### src/rtl/core/serial_flash_loader_protocol_macros.svh
// Assertion macros used by the loader back end (sfl_back)
`ifndef SERIAL_FLASH_LOADER_PROTOCOL_MACROS_SVH
`define SERIAL_FLASH_LOADER_PROTOCOL_MACROS_SVH
// Antecedent implies consequent on the same edge
`define SFL_ASSERT_IMPL(label, clk, rst_n, ante, cons, msg) \
    label: assert property (@(posedge clk) disable iff (!rst_n) (ante) |-> (cons)) \
        else $error(msg);
// Antecedent implies consequent on the next edge
`define SFL_ASSERT_NEXT(label, clk, rst_n, ante, cons, msg) \
    label: assert property (@(posedge clk) disable iff (!rst_n) (ante) |=> (cons)) \
        else $error(msg);
`endif

### src/rtl/core/sfl_pkg.sv
// ----------------------------------------------------------------------------
// sfl_pkg
// Types and constants of the serial flash loader.
// ----------------------------------------------------------------------------
package sfl_pkg;

    typedef enum logic [1:0] {
        OP_RX_BYTE   = 2'd0,
        OP_TIMEOUT   = 2'd1,
        OP_FLASH_DONE = 2'd2,
        OP_UNUSED    = 2'd3
    } op_t;

    typedef enum logic [1:0] {
        CMD_NONE    = 2'd0,
        CMD_PROGRAM = 2'd1,
        CMD_ERASE   = 2'd2,
        CMD_RSVD    = 2'd3
    } flash_cmd_t;

    typedef enum logic [2:0] {
        PH_HANDSHAKE   = 3'd0,
        PH_COMMAND     = 3'd1,
        PH_ERASING     = 3'd2,
        PH_RECEIVING   = 3'd3,
        PH_PROGRAMMING = 3'd4,
        PH_ENDED       = 3'd5
    } phase_t;

    localparam logic [1:0] REG_DEVICE_CODE   = 2'd0;
    localparam logic [1:0] REG_PROGRAM_PAGES = 2'd1;
    localparam logic [1:0] REG_BOOT_PAGES    = 2'd2;

    localparam logic [7:0] BYTE_HELLO = 8'hC1;
    localparam logic [7:0] BYTE_E     = 8'h45;
    localparam logic [7:0] BYTE_C     = 8'h43;
    localparam logic [7:0] BYTE_K     = 8'h4B;

    localparam logic [28:0] BOOT_BASE = 29'h1FC00000;
    localparam logic [28:0] PROG_BASE = 29'h1D000000;

    // One result beat
    typedef struct packed {
        logic        tx_valid;
        logic [7:0]  tx_byte;
        logic [1:0]  flash_command;
        logic [28:0] flash_address;
        logic [31:0] flash_word;
        logic        start_application;
        logic        dropped;
        logic        last;
    } result_t;

    // Classified event from the front end
    typedef struct packed {
        op_t        op;
        logic [7:0] rx_byte;
    } event_t;

endpackage

### src/rtl/core/sfl_if.sv
// ----------------------------------------------------------------------------
// sfl_in_if / sfl_out_if / sfl_cfg_if
// Valid/ready channels of the serial flash loader.
// ----------------------------------------------------------------------------
interface sfl_in_if;
    logic       valid;
    logic       ready;
    logic [1:0] operation;
    logic [7:0] rx_byte;
    modport source (output valid, output operation, output rx_byte, input ready);
    modport sink   (input valid, input operation, input rx_byte, output ready);
endinterface

interface sfl_out_if;
    logic        valid;
    logic        ready;
    logic        tx_valid;
    logic [7:0]  tx_byte;
    logic [1:0]  flash_command;
    logic [28:0] flash_address;
    logic [31:0] flash_word;
    logic        start_application;
    logic        dropped;
    logic        last;
    modport source (output valid, output tx_valid, output tx_byte, output flash_command,
                    output flash_address, output flash_word, output start_application,
                    output dropped, output last, input ready);
    modport sink   (input valid, input tx_valid, input tx_byte, input flash_command,
                    input flash_address, input flash_word, input start_application,
                    input dropped, input last, output ready);
endinterface

interface sfl_cfg_if;
    logic       valid;
    logic       ready;
    logic [1:0] index;
    logic [7:0] data;
    modport source (output valid, output index, output data, input ready);
    modport sink   (input valid, input index, input data, output ready);
endinterface

### src/rtl/core/sfl_front.sv
// ----------------------------------------------------------------------------
// sfl_front
// Accepts input beats and queues them as events for the back end.
// Two-entry queue; operation 3 is discarded here.
// ----------------------------------------------------------------------------
module sfl_front
    import sfl_pkg::*;
(
    input  logic       clk,
    input  logic       rst_n,
    input  logic       in_valid,
    output logic       in_ready,
    input  logic [1:0] in_operation,
    input  logic [7:0] in_rx_byte,
    output logic       ev_valid,
    input  logic       ev_take,
    output event_t     ev
);

    event_t     q_reg [2];
    logic [1:0] count_reg;
    logic       rd_reg;
    logic       push;
    logic       pop;

    assign in_ready = (count_reg != 2'd2);
    assign push     = in_valid && in_ready && (in_operation != OP_UNUSED);
    assign ev_valid = (count_reg != 2'd0);
    assign pop      = ev_valid && ev_take;
    assign ev       = q_reg[rd_reg];

    // Queue pointers and count
    always_ff @(posedge clk or negedge rst_n)
    begin
        if (!rst_n)
        begin
            count_reg <= 2'd0;
            rd_reg    <= 1'b0;
        end
        else
        begin
            count_reg <= count_reg + {1'b0, push} - {1'b0, pop};
            if (pop)
                rd_reg <= ~rd_reg;
        end
    end

    // Queue storage: tail sits one past the head when an entry is held
    always_ff @(posedge clk)
    begin
        if (push)
            q_reg[rd_reg ^ (count_reg != 2'd0)] <= '{op: op_t'(in_operation),
                                                   rx_byte: in_rx_byte};
    end

endmodule

### src/rtl/core/sfl_back.sv
// ----------------------------------------------------------------------------
// sfl_back
// Protocol engine: consumes one event per cycle while its two-deep output
// buffer is empty and no word read pends, emitting up to two result beats.
// ----------------------------------------------------------------------------
module sfl_back
    import sfl_pkg::*;
#(
    parameter int PAGE_BYTES       = 4096,
    parameter int MAX_PACKET_WORDS = 64
)
(
    input  logic       clk,
    input  logic       rst_n,
    input  logic       cfg_we,
    input  logic [1:0] cfg_index,
    input  logic [7:0] cfg_data,
    input  logic       ev_valid,
    output logic       ev_take,
    input  event_t     ev,
    output logic       out_valid,
    input  logic       out_ready,
    output result_t    out_res
);
`include "serial_flash_loader_protocol_macros.svh"

    localparam int WW = (MAX_PACKET_WORDS > 1) ? $clog2(MAX_PACKET_WORDS) : 1;

    logic [7:0]  dev_reg, ppages_reg;
    logic [1:0]  bpages_reg;
    phase_t      phase_reg, phase_next;
    logic [8:0]  bidx_reg, bidx_next;
    logic [7:0]  dcount_reg, dcount_next;
    logic        zone_reg, zone_next;
    logic [23:0] paddr_reg, paddr_next;
    logic [6:0]  cur_reg, cur_next;
    logic [7:0]  page_reg, page_next;
    logic        pz_reg, pz_next;
    logic [31:0] wbuf [MAX_PACKET_WORDS];
    logic        wr_en;
    logic [WW-1:0] wr_idx;
    logic [31:0] wr_data;
    logic [WW-1:0] rd_idx;
    logic [31:0] rd_data;

    // Output buffer: two result slots
    result_t     ob_reg [2];
    logic [1:0]  ocnt_reg;
    logic        ord_reg;
    result_t     r0, r1;
    logic [1:0]  nres;
    logic        proc;
    logic        pend_reg;
    result_t     pend_res_reg;
    logic        pend_prog_reg;
    logic [6:0]  pend_cur_reg;

    // Word total of the current packet
    function automatic logic [6:0] wtotal(input logic [7:0] dc);
        logic [6:0] n;
        n = 7'((9'(dc) + 9'd3) >> 2);
        return (n > 7'(MAX_PACKET_WORDS)) ? 7'(MAX_PACKET_WORDS) : n;
    endfunction

    function automatic result_t tx(input logic [7:0] b);
        result_t r;
        r = '0;
        r.tx_valid = 1'b1;
        r.tx_byte  = b;
        return r;
    endfunction

    // Erase result for page p of the zone z
    function automatic result_t erase_res(input logic z, input logic [7:0] p);
        result_t r;
        r = '0;
        r.flash_command = CMD_ERASE;
        r.flash_address = (z ? PROG_BASE : BOOT_BASE) + 29'(p) * 29'(PAGE_BYTES);
        return r;
    endfunction

    // Configuration registers
    always_ff @(posedge clk or negedge rst_n)
    begin
        if (!rst_n)
        begin
            dev_reg    <= 8'hD6;
            ppages_reg <= 8'd127;
            bpages_reg <= 2'd3;
        end
        else if (cfg_we)
        begin
            case (cfg_index)
                REG_DEVICE_CODE:   dev_reg    <= cfg_data;
                REG_PROGRAM_PAGES: ppages_reg <= cfg_data;
                REG_BOOT_PAGES:    bpages_reg <= cfg_data[1:0];
                default: ;
            endcase
        end
    end

    // Program results get their buffer word in the next cycle; the pending slot
    // holds that beat until its word arrives.
    assign proc    = ev_valid && (ocnt_reg == 2'd0) && !pend_reg;
    assign ev_take = proc;

    // Protocol next state and results
    always_comb
    begin
        logic       settle_ok;
        logic       pz;
        logic [7:0] pg;
        logic [8:0] d;
        phase_next  = phase_reg;
        bidx_next   = bidx_reg;
        dcount_next = dcount_reg;
        zone_next   = zone_reg;
        paddr_next  = paddr_reg;
        cur_next    = cur_reg;
        page_next   = page_reg;
        pz_next     = pz_reg;
        r0 = '0;
        r1 = '0;
        nres = 2'd0;
        wr_en = 1'b0;
        wr_idx = '0;
        wr_data = '0;
        settle_ok = 1'b0;
        pz = 1'b0;
        pg = '0;
        d = '0;
        rd_idx = '0;
        if (proc)
        begin
            case (phase_reg)
                PH_HANDSHAKE, PH_COMMAND:
                begin
                    if (ev.op == OP_RX_BYTE && phase_reg == PH_HANDSHAKE
                        && ev.rx_byte == BYTE_HELLO)
                    begin
                        r0 = tx(dev_reg);
                        r1 = tx(BYTE_K);
                        nres = 2'd2;
                        phase_next = PH_COMMAND;
                    end
                    else if (ev.op == OP_RX_BYTE && phase_reg == PH_COMMAND
                             && (ev.rx_byte == BYTE_E || ev.rx_byte == BYTE_C))
                    begin
                        r0 = tx(ppages_reg + 8'(bpages_reg));
                        pz = (bpages_reg == 2'd0);
                        pg = 8'd0;
                        settle_ok = pz ? (ppages_reg != 8'd0) : 1'b1;
                        page_next = pg;
                        pz_next = pz;
                        if (settle_ok)
                        begin
                            r1 = erase_res(pz, pg);
                            phase_next = PH_ERASING;
                        end
                        else
                        begin
                            r1 = tx(BYTE_K);
                            bidx_next = '0;
                            phase_next = PH_RECEIVING;
                        end
                        nres = 2'd2;
                    end
                    else if (ev.op == OP_RX_BYTE || ev.op == OP_TIMEOUT)
                    begin
                        r0.start_application = 1'b1;
                        nres = 2'd1;
                        phase_next = PH_ENDED;
                    end
                end
                PH_ERASING, PH_PROGRAMMING:
                begin
                    if (ev.op == OP_RX_BYTE)
                    begin
                        r0.dropped = 1'b1;
                        nres = 2'd1;
                    end
                    else if (ev.op == OP_FLASH_DONE && phase_reg == PH_ERASING)
                    begin
                        r0 = tx(BYTE_E);
                        pg = page_reg + 8'd1;
                        pz = pz_reg;
                        if (!pz && pg >= 8'(bpages_reg))
                        begin
                            pz = 1'b1;
                            pg = 8'd0;
                        end
                        settle_ok = pz ? (pg < ppages_reg) : 1'b1;
                        page_next = pg;
                        pz_next = pz;
                        if (settle_ok)
                            r1 = erase_res(pz, pg);
                        else
                        begin
                            r1 = tx(BYTE_K);
                            bidx_next = '0;
                            phase_next = PH_RECEIVING;
                        end
                        nres = 2'd2;
                    end
                    else if (ev.op == OP_FLASH_DONE)
                    begin
                        cur_next = cur_reg + 7'd1;
                        if (cur_next < wtotal(dcount_reg))
                        begin
                            rd_idx = WW'(cur_next);
                            nres = 2'd1;
                        end
                        else
                        begin
                            r0 = tx(BYTE_K);
                            bidx_next = '0;
                            phase_next = PH_RECEIVING;
                            nres = 2'd1;
                        end
                    end
                end
                PH_RECEIVING:
                begin
                    if (ev.op == OP_TIMEOUT)
                    begin
                        r0.start_application = 1'b1;
                        nres = 2'd1;
                        phase_next = PH_ENDED;
                    end
                    else if (ev.op == OP_RX_BYTE)
                    begin
                        case (bidx_reg)
                            9'd0: dcount_next = ev.rx_byte;
                            9'd1: zone_next = ev.rx_byte[0];
                            9'd2: paddr_next[23:16] = ev.rx_byte;
                            9'd3: paddr_next[15:8] = ev.rx_byte;
                            9'd4: paddr_next[7:0] = ev.rx_byte;
                            default: ;
                        endcase
                        if (bidx_reg >= 9'd5 && bidx_reg == 9'(dcount_reg) + 9'd5)
                        begin
                            cur_next = '0;
                            bidx_next = '0;
                            nres = 2'd1;
                            if (wtotal(dcount_reg) != 7'd0)
                            begin
                                rd_idx = '0;
                                phase_next = PH_PROGRAMMING;
                            end
                            else
                                r0 = tx(BYTE_K);
                        end
                        else
                        begin
                            if (bidx_reg >= 9'd5)
                            begin
                                d = bidx_reg - 9'd5;
                                if (d[8:2] < 7'(MAX_PACKET_WORDS))
                                begin
                                    wr_en = 1'b1;
                                    wr_idx = WW'(d[8:2]);
                                    wr_data = 32'(ev.rx_byte) << {d[1:0], 3'b000};
                                end
                            end
                            bidx_next = bidx_reg + 9'd1;
                        end
                    end
                end
                default: ;
            endcase
        end
        // Mark the final beat of the event
        if (nres == 2'd1)
            r0.last = 1'b1;
        else if (nres == 2'd2)
            r1.last = 1'b1;
    end

    // Packet word buffer: byte-lane write, registered read
    logic [1:0] lane;
    assign lane = 2'(bidx_reg - 9'd5);

    always_ff @(posedge clk)
    begin
        if (wr_en)
        begin
            case (lane)
                2'd0: wbuf[wr_idx] <= wr_data;
                2'd1: wbuf[wr_idx][15:8] <= wr_data[15:8];
                2'd2: wbuf[wr_idx][23:16] <= wr_data[23:16];
                default: wbuf[wr_idx][31:24] <= wr_data[31:24];
            endcase
        end
        rd_data <= wbuf[rd_idx];
    end

    // State registers
    always_ff @(posedge clk or negedge rst_n)
    begin
        if (!rst_n)
        begin
            phase_reg  <= PH_HANDSHAKE;
            bidx_reg   <= '0;
            dcount_reg <= '0;
            zone_reg   <= 1'b0;
            paddr_reg  <= '0;
            cur_reg    <= '0;
            page_reg   <= '0;
            pz_reg     <= 1'b0;
        end
        else
        begin
            phase_reg  <= phase_next;
            bidx_reg   <= bidx_next;
            dcount_reg <= dcount_next;
            zone_reg   <= zone_next;
            paddr_reg  <= paddr_next;
            cur_reg    <= cur_next;
            page_reg   <= page_next;
            pz_reg     <= pz_next;
        end
    end

    // Pending program beat and output buffer
    logic    is_prog;
    result_t pr;
    result_t prog_res;
    assign is_prog = proc && nres == 2'd1 && phase_next == PH_PROGRAMMING
                     && !r0.tx_valid && !r0.dropped;
    always_comb
    begin
        pr = pend_res_reg;
        pr.flash_word = rd_data;
    end

    // Program beat without its word
    always_comb
    begin
        prog_res = '0;
        prog_res.flash_command = CMD_PROGRAM;
        prog_res.flash_address = (zone_next ? BOOT_BASE : PROG_BASE)
            + 29'(paddr_next) + (29'(cur_next) << 2);
        prog_res.last = 1'b1;
    end

    assign out_valid = (ocnt_reg != 2'd0);
    assign out_res   = ob_reg[ord_reg];

    always_ff @(posedge clk or negedge rst_n)
    begin
        if (!rst_n)
        begin
            ocnt_reg      <= 2'd0;
            ord_reg       <= 1'b0;
            pend_reg      <= 1'b0;
            pend_prog_reg <= 1'b0;
            pend_cur_reg  <= '0;
        end
        else
        begin
            pend_reg <= is_prog;
            pend_prog_reg <= is_prog;
            pend_cur_reg <= cur_next;
            if (pend_reg)
                ocnt_reg <= 2'd1;
            else if (proc && nres != 2'd0 && !is_prog)
                ocnt_reg <= nres;
            else if (out_valid && out_ready)
                ocnt_reg <= ocnt_reg - 2'd1;
            if (pend_reg || (proc && nres != 2'd0 && !is_prog))
                ord_reg <= 1'b0;
            else if (out_valid && out_ready)
                ord_reg <= ~ord_reg;
        end
    end

    always_ff @(posedge clk)
    begin
        if (is_prog)
            pend_res_reg <= prog_res;
        if (pend_reg)
            ob_reg[0] <= pr;
        else if (proc && nres == 2'd1)
            ob_reg[0] <= r0;
        else if (proc && nres == 2'd2)
        begin
            ob_reg[0] <= r0;
            ob_reg[1] <= r1;
        end
    end

    `SFL_ASSERT_IMPL(a_take_empty, clk, rst_n, ev_take, ocnt_reg == 2'd0,
        "event taken while results pending")
    `SFL_ASSERT_NEXT(a_pend_fill, clk, rst_n, pend_reg, ocnt_reg == 2'd1,
        "program beat not loaded")
    `SFL_ASSERT_IMPL(a_no_pend_take, clk, rst_n, pend_reg, !ev_take,
        "event taken during word read")
    `SFL_ASSERT_IMPL(a_pend_prog, clk, rst_n, pend_reg, pend_prog_reg && pend_cur_reg < 7'd64,
        "pending beat bookkeeping")

endmodule

### src/rtl/core/serial_flash_loader_protocol.sv
// ----------------------------------------------------------------------------
// serial_flash_loader_protocol
// Serial boot-loader engine: front queue of events, back protocol engine.
// ----------------------------------------------------------------------------
//  channel | dir | handshake     | payload
//  in_ch   | in  | valid/ready   | operation, rx_byte
//  out_ch  | out | valid/ready   | result fields, last marks final beat
//  cfg_ch  | in  | valid/ready   | index, data
//
//  The engine takes one event per cycle while its output buffer is empty.
//  Results drain one beat per cycle while out_ready is high.
//  No event is taken while a program beat waits for its word buffer read.
//  Reset restores the configuration defaults and the handshake phase.
//  The two-entry input queue keeps accepting while results stall, until full.
module serial_flash_loader_protocol
    import sfl_pkg::*;
#(
    parameter int PAGE_BYTES       = 4096,
    parameter int MAX_PACKET_WORDS = 64
)
(
    input logic clk,
    input logic rst_n,
    sfl_in_if.sink    in_ch,
    sfl_out_if.source out_ch,
    sfl_cfg_if.sink   cfg_ch
);

    logic    ev_valid;
    logic    ev_take;
    event_t  ev;
    result_t res;

    assign cfg_ch.ready = 1'b1;

    sfl_front u_front (
        .clk          (clk),
        .rst_n        (rst_n),
        .in_valid     (in_ch.valid),
        .in_ready     (in_ch.ready),
        .in_operation (in_ch.operation),
        .in_rx_byte   (in_ch.rx_byte),
        .ev_valid     (ev_valid),
        .ev_take      (ev_take),
        .ev           (ev)
    );

    sfl_back #(
        .PAGE_BYTES       (PAGE_BYTES),
        .MAX_PACKET_WORDS (MAX_PACKET_WORDS)
    ) u_back (
        .clk       (clk),
        .rst_n     (rst_n),
        .cfg_we    (cfg_ch.valid),
        .cfg_index (cfg_ch.index),
        .cfg_data  (cfg_ch.data),
        .ev_valid  (ev_valid),
        .ev_take   (ev_take),
        .ev        (ev),
        .out_valid (out_ch.valid),
        .out_ready (out_ch.ready),
        .out_res   (res)
    );

    assign out_ch.tx_valid          = res.tx_valid;
    assign out_ch.tx_byte           = res.tx_byte;
    assign out_ch.flash_command     = res.flash_command;
    assign out_ch.flash_address     = res.flash_address;
    assign out_ch.flash_word        = res.flash_word;
    assign out_ch.start_application = res.start_application;
    assign out_ch.dropped           = res.dropped;
    assign out_ch.last              = res.last;

endmodule
### src/flat_wrapper.sv
// flat-port wrapper written by rule: the top's interface ports become plain ports
module serial_flash_loader_protocol_flat import sfl_pkg::*;
#(
    parameter int PAGE_BYTES       = 4096,
    parameter int MAX_PACKET_WORDS = 64
)
  (clk, rst_n, in_ch_valid, in_ch_operation, in_ch_rx_byte, in_ch_ready, out_ch_valid, out_ch_tx_valid, out_ch_tx_byte, out_ch_flash_command, out_ch_flash_address, out_ch_flash_word, out_ch_start_application, out_ch_dropped, out_ch_last, out_ch_ready, cfg_ch_valid, cfg_ch_index, cfg_ch_data, cfg_ch_ready);
  sfl_in_if in_ch_i ();
  sfl_out_if out_ch_i ();
  sfl_cfg_if cfg_ch_i ();
  input logic clk;
  input logic rst_n;
  input wire logic [$bits(in_ch_i.valid)-1:0] in_ch_valid;
  input wire logic [$bits(in_ch_i.operation)-1:0] in_ch_operation;
  input wire logic [$bits(in_ch_i.rx_byte)-1:0] in_ch_rx_byte;
  output wire logic [$bits(in_ch_i.ready)-1:0] in_ch_ready;
  output wire logic [$bits(out_ch_i.valid)-1:0] out_ch_valid;
  output wire logic [$bits(out_ch_i.tx_valid)-1:0] out_ch_tx_valid;
  output wire logic [$bits(out_ch_i.tx_byte)-1:0] out_ch_tx_byte;
  output wire logic [$bits(out_ch_i.flash_command)-1:0] out_ch_flash_command;
  output wire logic [$bits(out_ch_i.flash_address)-1:0] out_ch_flash_address;
  output wire logic [$bits(out_ch_i.flash_word)-1:0] out_ch_flash_word;
  output wire logic [$bits(out_ch_i.start_application)-1:0] out_ch_start_application;
  output wire logic [$bits(out_ch_i.dropped)-1:0] out_ch_dropped;
  output wire logic [$bits(out_ch_i.last)-1:0] out_ch_last;
  input wire logic [$bits(out_ch_i.ready)-1:0] out_ch_ready;
  input wire logic [$bits(cfg_ch_i.valid)-1:0] cfg_ch_valid;
  input wire logic [$bits(cfg_ch_i.index)-1:0] cfg_ch_index;
  input wire logic [$bits(cfg_ch_i.data)-1:0] cfg_ch_data;
  output wire logic [$bits(cfg_ch_i.ready)-1:0] cfg_ch_ready;
  assign in_ch_i.valid = in_ch_valid;
  assign in_ch_i.operation = in_ch_operation;
  assign in_ch_i.rx_byte = in_ch_rx_byte;
  assign in_ch_ready = in_ch_i.ready;
  assign out_ch_valid = out_ch_i.valid;
  assign out_ch_tx_valid = out_ch_i.tx_valid;
  assign out_ch_tx_byte = out_ch_i.tx_byte;
  assign out_ch_flash_command = out_ch_i.flash_command;
  assign out_ch_flash_address = out_ch_i.flash_address;
  assign out_ch_flash_word = out_ch_i.flash_word;
  assign out_ch_start_application = out_ch_i.start_application;
  assign out_ch_dropped = out_ch_i.dropped;
  assign out_ch_last = out_ch_i.last;
  assign out_ch_i.ready = out_ch_ready;
  assign cfg_ch_i.valid = cfg_ch_valid;
  assign cfg_ch_i.index = cfg_ch_index;
  assign cfg_ch_i.data = cfg_ch_data;
  assign cfg_ch_ready = cfg_ch_i.ready;
  serial_flash_loader_protocol #(.PAGE_BYTES(PAGE_BYTES), .MAX_PACKET_WORDS(MAX_PACKET_WORDS)) u_core (.clk(clk), .rst_n(rst_n), .in_ch(in_ch_i), .out_ch(out_ch_i), .cfg_ch(cfg_ch_i));
endmodule
### config.mk
export PLATFORM = sky130hd
export DESIGN_NAME = serial_flash_loader_protocol_flat
export DESIGN_NICKNAME = d
export VERILOG_FILES = /design/src/rtl/core/sfl_pkg.sv /design/src/rtl/core/sfl_if.sv /design/src/rtl/core/sfl_front.sv /design/src/rtl/core/sfl_back.sv /design/src/rtl/core/serial_flash_loader_protocol.sv /design/src/flat_wrapper.sv
export VERILOG_INCLUDE_DIRS = /design/src /design/src/rtl/core
export SDC_FILE = /design/constraint.sdc
export NUM_CORES = 2
export LEC_CHECK = 0
export BUFFER_PORTS_ARGS = -buffer_cell sky130_fd_sc_hd__buf_2
export CORE_ASPECT_RATIO = 1.5
export CORE_MARGIN = 3
export CORE_UTILIZATION = 45
export CTS_CLUSTER_DIAMETER = 80
export DETAILED_ROUTE_END_ITERATION = 8
export MAX_ROUTING_LAYER = met4
export SLEW_MARGIN = 20
export SYNTH_ARGS = -nofsm -noshare
export SYNTH_HDL_FRONTEND = slang
export SYNTH_SLANG_ARGS = --single-unit
export TNS_END_PERCENT = 30
### constraint.sdc
create_clock -name clk -period 4.6 [get_ports clk]
set_clock_uncertainty 0.05 [all_clocks]
set_input_delay 0.92 -clock clk [delete_from_list [all_inputs] [get_ports clk]]
set_output_delay 0.92 -clock clk [all_outputs]
set_load 0.03 [all_outputs]
==> run summary <==
• **fin crit period** 4520 ps
• **fin nets** 6,286
• **Synthesis Warnings** 0
• **later-pin clock latency in the skew report** 860 ps
• **Hold Violations, Final** 0
• **CTS sink cnt** 2,301
• **height of the die** 561 um
• **half-perimeter wire length after placement** 152,000 um
• **netlist area before placement** 92,300 um2
• **area overhead of the layout relative to synthesis** 16.0%
• **cell count after synthesis** 5,708
• **number of buffers and inverters on the critical path** 6
• **worst setup timing slack at the placement stage** -462 ps
• **power density relative to cell area** 419 nW/um2
• **Top Family by Delay on Critical Path** simple AND/OR/NAND/NOR gates
• **reg-to-reg critical path startpoint** u_core.u_back.dcount_reg[0]
• **number of nets produced by synthesis** 5,775
• **number of enable-type register cells in the synthesized netlist** 2,183
• **max capacitance violation total** 0
• **CTS tree** yes
• **number of vias per cell after detailed routing** 5.65
• **nature of the critical path startpoint** register
• **async set or reset register ratio after synthesis** 3.74%
• **layout cell share with drive strength beyond 1** 17.5%
• **DRC marker count from the first detailed-route iteration** 3,854
• **H-tree Lvls** 4
• **std cell rows** 202
• **wire length of the first global-routing pass** 340,000 um
• **ports placed on the boundary** 103
• **via total after detailed routing** 51,100
• **worst min-delay path class** input port to asynchronous set/reset pin
• **Clk Tree Root Cell** clkbuf_16
• **final clock period utilization by the worst path** 98.3%
• **cell types occupying the most area after synthesis** edfxtp_1 (71%), mux2i_1 (11%), o22ai_1 (2.6%)
• **number of port buffers** 101
• **number of antenna violations at the first check in global routing** 5
• **leading cell types by count after synthesis** edfxtp_1 (2,183), mux2i_1 (1,038), nor2_1 (505), o22ai_1 (387), clkbuf_1 (138)
• **most instantiated library cell after synthesis** edfxtp_1
• **sequential-to-total area share from yosys stat** 74.1%
• **aggregate negative setup slack** 0 ps
• **die outline width** 376 um
• **DRT Wirelength** 234,000 um
• **Critical Path Start** u_core.u_back.dcount_reg[0]
• **number of global-route vias before repair** 51,800
• **Slowest-stage cell, CP** dfrtp_2
• **least setup slack across all paths after layout** 78.5 ps
• **Clock Pin Slew Worst Setup and Hold Paths** 70 ps
• **count of unique library cells instantiated by Yosys** 87
• **Synth Flop Type** edfxtp_1
• **final hold slack** 114 ps
• **status** complete, no violations
• **starting density of the core** 45.5%
• **hold buffer count at cts** 0
• **Worst-Margin Slew** 1140 ps
• **GRT Residual Overflow** 0
• **cell taking the most area after synthesis** edfxtp_1
• **relative slew slack** 23.5%
• **number of setup violations in the final report** 0
• **Seq cells post-synth** 2,301
• **arrival time of data at the critical path endpoint** 5180 ps
• **delay of the slowest cell on the worst path** 410 ps
• **core area** 203,000 um2
• **final weighted congestion in routability-driven placement** 0.884
• **ordered cell list for the critical path** inv_1 > ha_4 > nor2b_4 > nand4_1 > and3_1 > nor2_1 > ha_1 > nor3_4 > a31oi_4 > a211oi_4 > buf_4 > buf_6 > buf_12 > buf_12 > mux2i_1 > o22a_1 > o221ai_1 > o31ai_2 > buf_4 > o21ai_1 > or3_1
• **setup slack of the most critical reg-to-reg path** 80 ps
• **Required @ worst endpoint** 5260 ps
• **Detailed Routing Iterations Pass 1** 6
• **startpoint-to-endpoint class of the critical path** register to register
• **maximum number of pins on one net before global-route repair** 79
• **Total GRT Usage** 22.3%
• **highest clock rate** 0.221 GHz
• **die area** 211,000 um2
• **TritonCTS buffer count** 207
• **Max FO, Critical Path** 26
• **endpoint class of the critical path** register
• **number of slew-limit violations in the final report** 0
• **worst-case clock buffer depth** 4
• **unrepaired setup endpoints after global routing** true
• **area share of the largest cell type after synthesis** 71.1%
• **detailed-route DRC error count** 0
• **flip-flop count of the largest register after layout** 2,048
• **average cell area after synthesis** 16.2 um2
• **Static Leak** 29.9 nW
• **Detail Route Antenna Nets** 0
• **peak ir drop on the vdd network** 0.000288 V
• **per-cell routed wire length** 25.8 um
## cell type report
type	instances	area [um2]
diodes	4	10.0
clock buffers	241	5390
clock inverters	133	1250
fillers	16300	95900
inverters	52	195
multi-input cells	3038	23000
flip-flops and latches	2301	68400
well taps	2652	3320
repair buffers	619	5460
## timing repair
item / 4_1_cts / 5_1_grt
buffers inserted: 10 / 11
pin swaps: 9 / 19
gates cloned: 1 / 4
setup endpoints to repair: 48 / 57
gates resized for setup: 27 / 64
## report_power, final
group	internal, W	switching (W)
logic	0.00161	0.00285
registers	0.0230	0.000284
clock network	0.00966	0.00744
## worst reg2reg max path, cell delays in order, from the launching register on
cell and delay, ps:
dfrtp_2 410, inv_1 90, ha_4 180, nor2b_4 170
nand4_1 150, and3_1 190, nor2_1 130, ha_1 270
nor3_4 220, a31oi_4 90, a211oi_4 340, buf_4 170
buf_6 130, buf_12 180, buf_12 240, mux2i_1 230
o22a_1 190, o221ai_1 130, o31ai_2 270, buf_4 180
o21ai_1 90, or3_1 310
## metal layers
layer	part of all wire, %	routed length [um]	track usage, %	vias to the layer above
met2	52	122000	39.1	1437
met1	39	90400	26.3	26000
met5	0	0	-	-
li1	-	-	-	23200
met3	4.9	11400	2.70	460
met4	4.1	9670	8.37	0
## final timing paths
| path | cells past startpoint | to |
|---|---|---|
| setup / recovery | 21 | u_core.u_back.rd_data[8] |
| hold / removal | 1 | u_core.u_back.dev_reg[3] |
| setup reg to reg | 21 | u_core.u_back.rd_data[8] |
| hold reg to reg | 2 | u_core.u_back.paddr_reg[7] |
| max in group asynchronous | 2 | u_core.u_back.dcount_reg[4] |
| min in group clk | 1 | u_core.u_front.q_reg[0][3] |
## metrics by stage
stage	area [um2]	power, W	cells	utilization, %
final	107000	0.0448	9040	52.7
after detailed placement	99600	0.0280	8636	49.1
after floorplan	92300	0.0263	5708	-
after global placement	99600	0.0279	8636	49.1
after global routing	107000	0.0462	9039	52.7
after CTS	106000	0.0450	9021	52.5
## cells in the final DEF, fill, tap and decap left out, types with 15 or more instances in the layout
master,n
edfxtp_1,2183
mux2i_1,1024
nor2_1,468
buf_4,433
o22ai_1,387
clkbuf_16,214
nand2_1,128
buf_2,100
a21oi_1,99
o21ai_0,75
nor2b_1,70
and2_1,68
o22a_1,66
dfrtp_1,66
buf_12,65
o221ai_1,61
inv_1,52
clkinv_1,47
xnor2_1,44
clkinv_2,43
o21ai_1,42
nor3_1,41
or3_1,37
ha_1,37
nor2_4,34
nand3_1,33
dfxtp_1,32
mux2_2,29
clkbuf_1,29
o31ai_1,27
xor2_1,23
bufinv_16,23
and3_1,15
mux2i_2,15
## kinds of logic after synthesis
| kind of cell | share of synthesized area [%] |
|---|---|
| compound gates | 6.11 |
| mux | 11.7 |
| fa+ha+maj | 0.586 |
| xor+xnor | 0.665 |
| other cells | 0.00406 |
| simple gates | 5.07 |
| flops | 74.1 |
| buf+inv | 1.79 |
(Power assumes the default switching activity.)
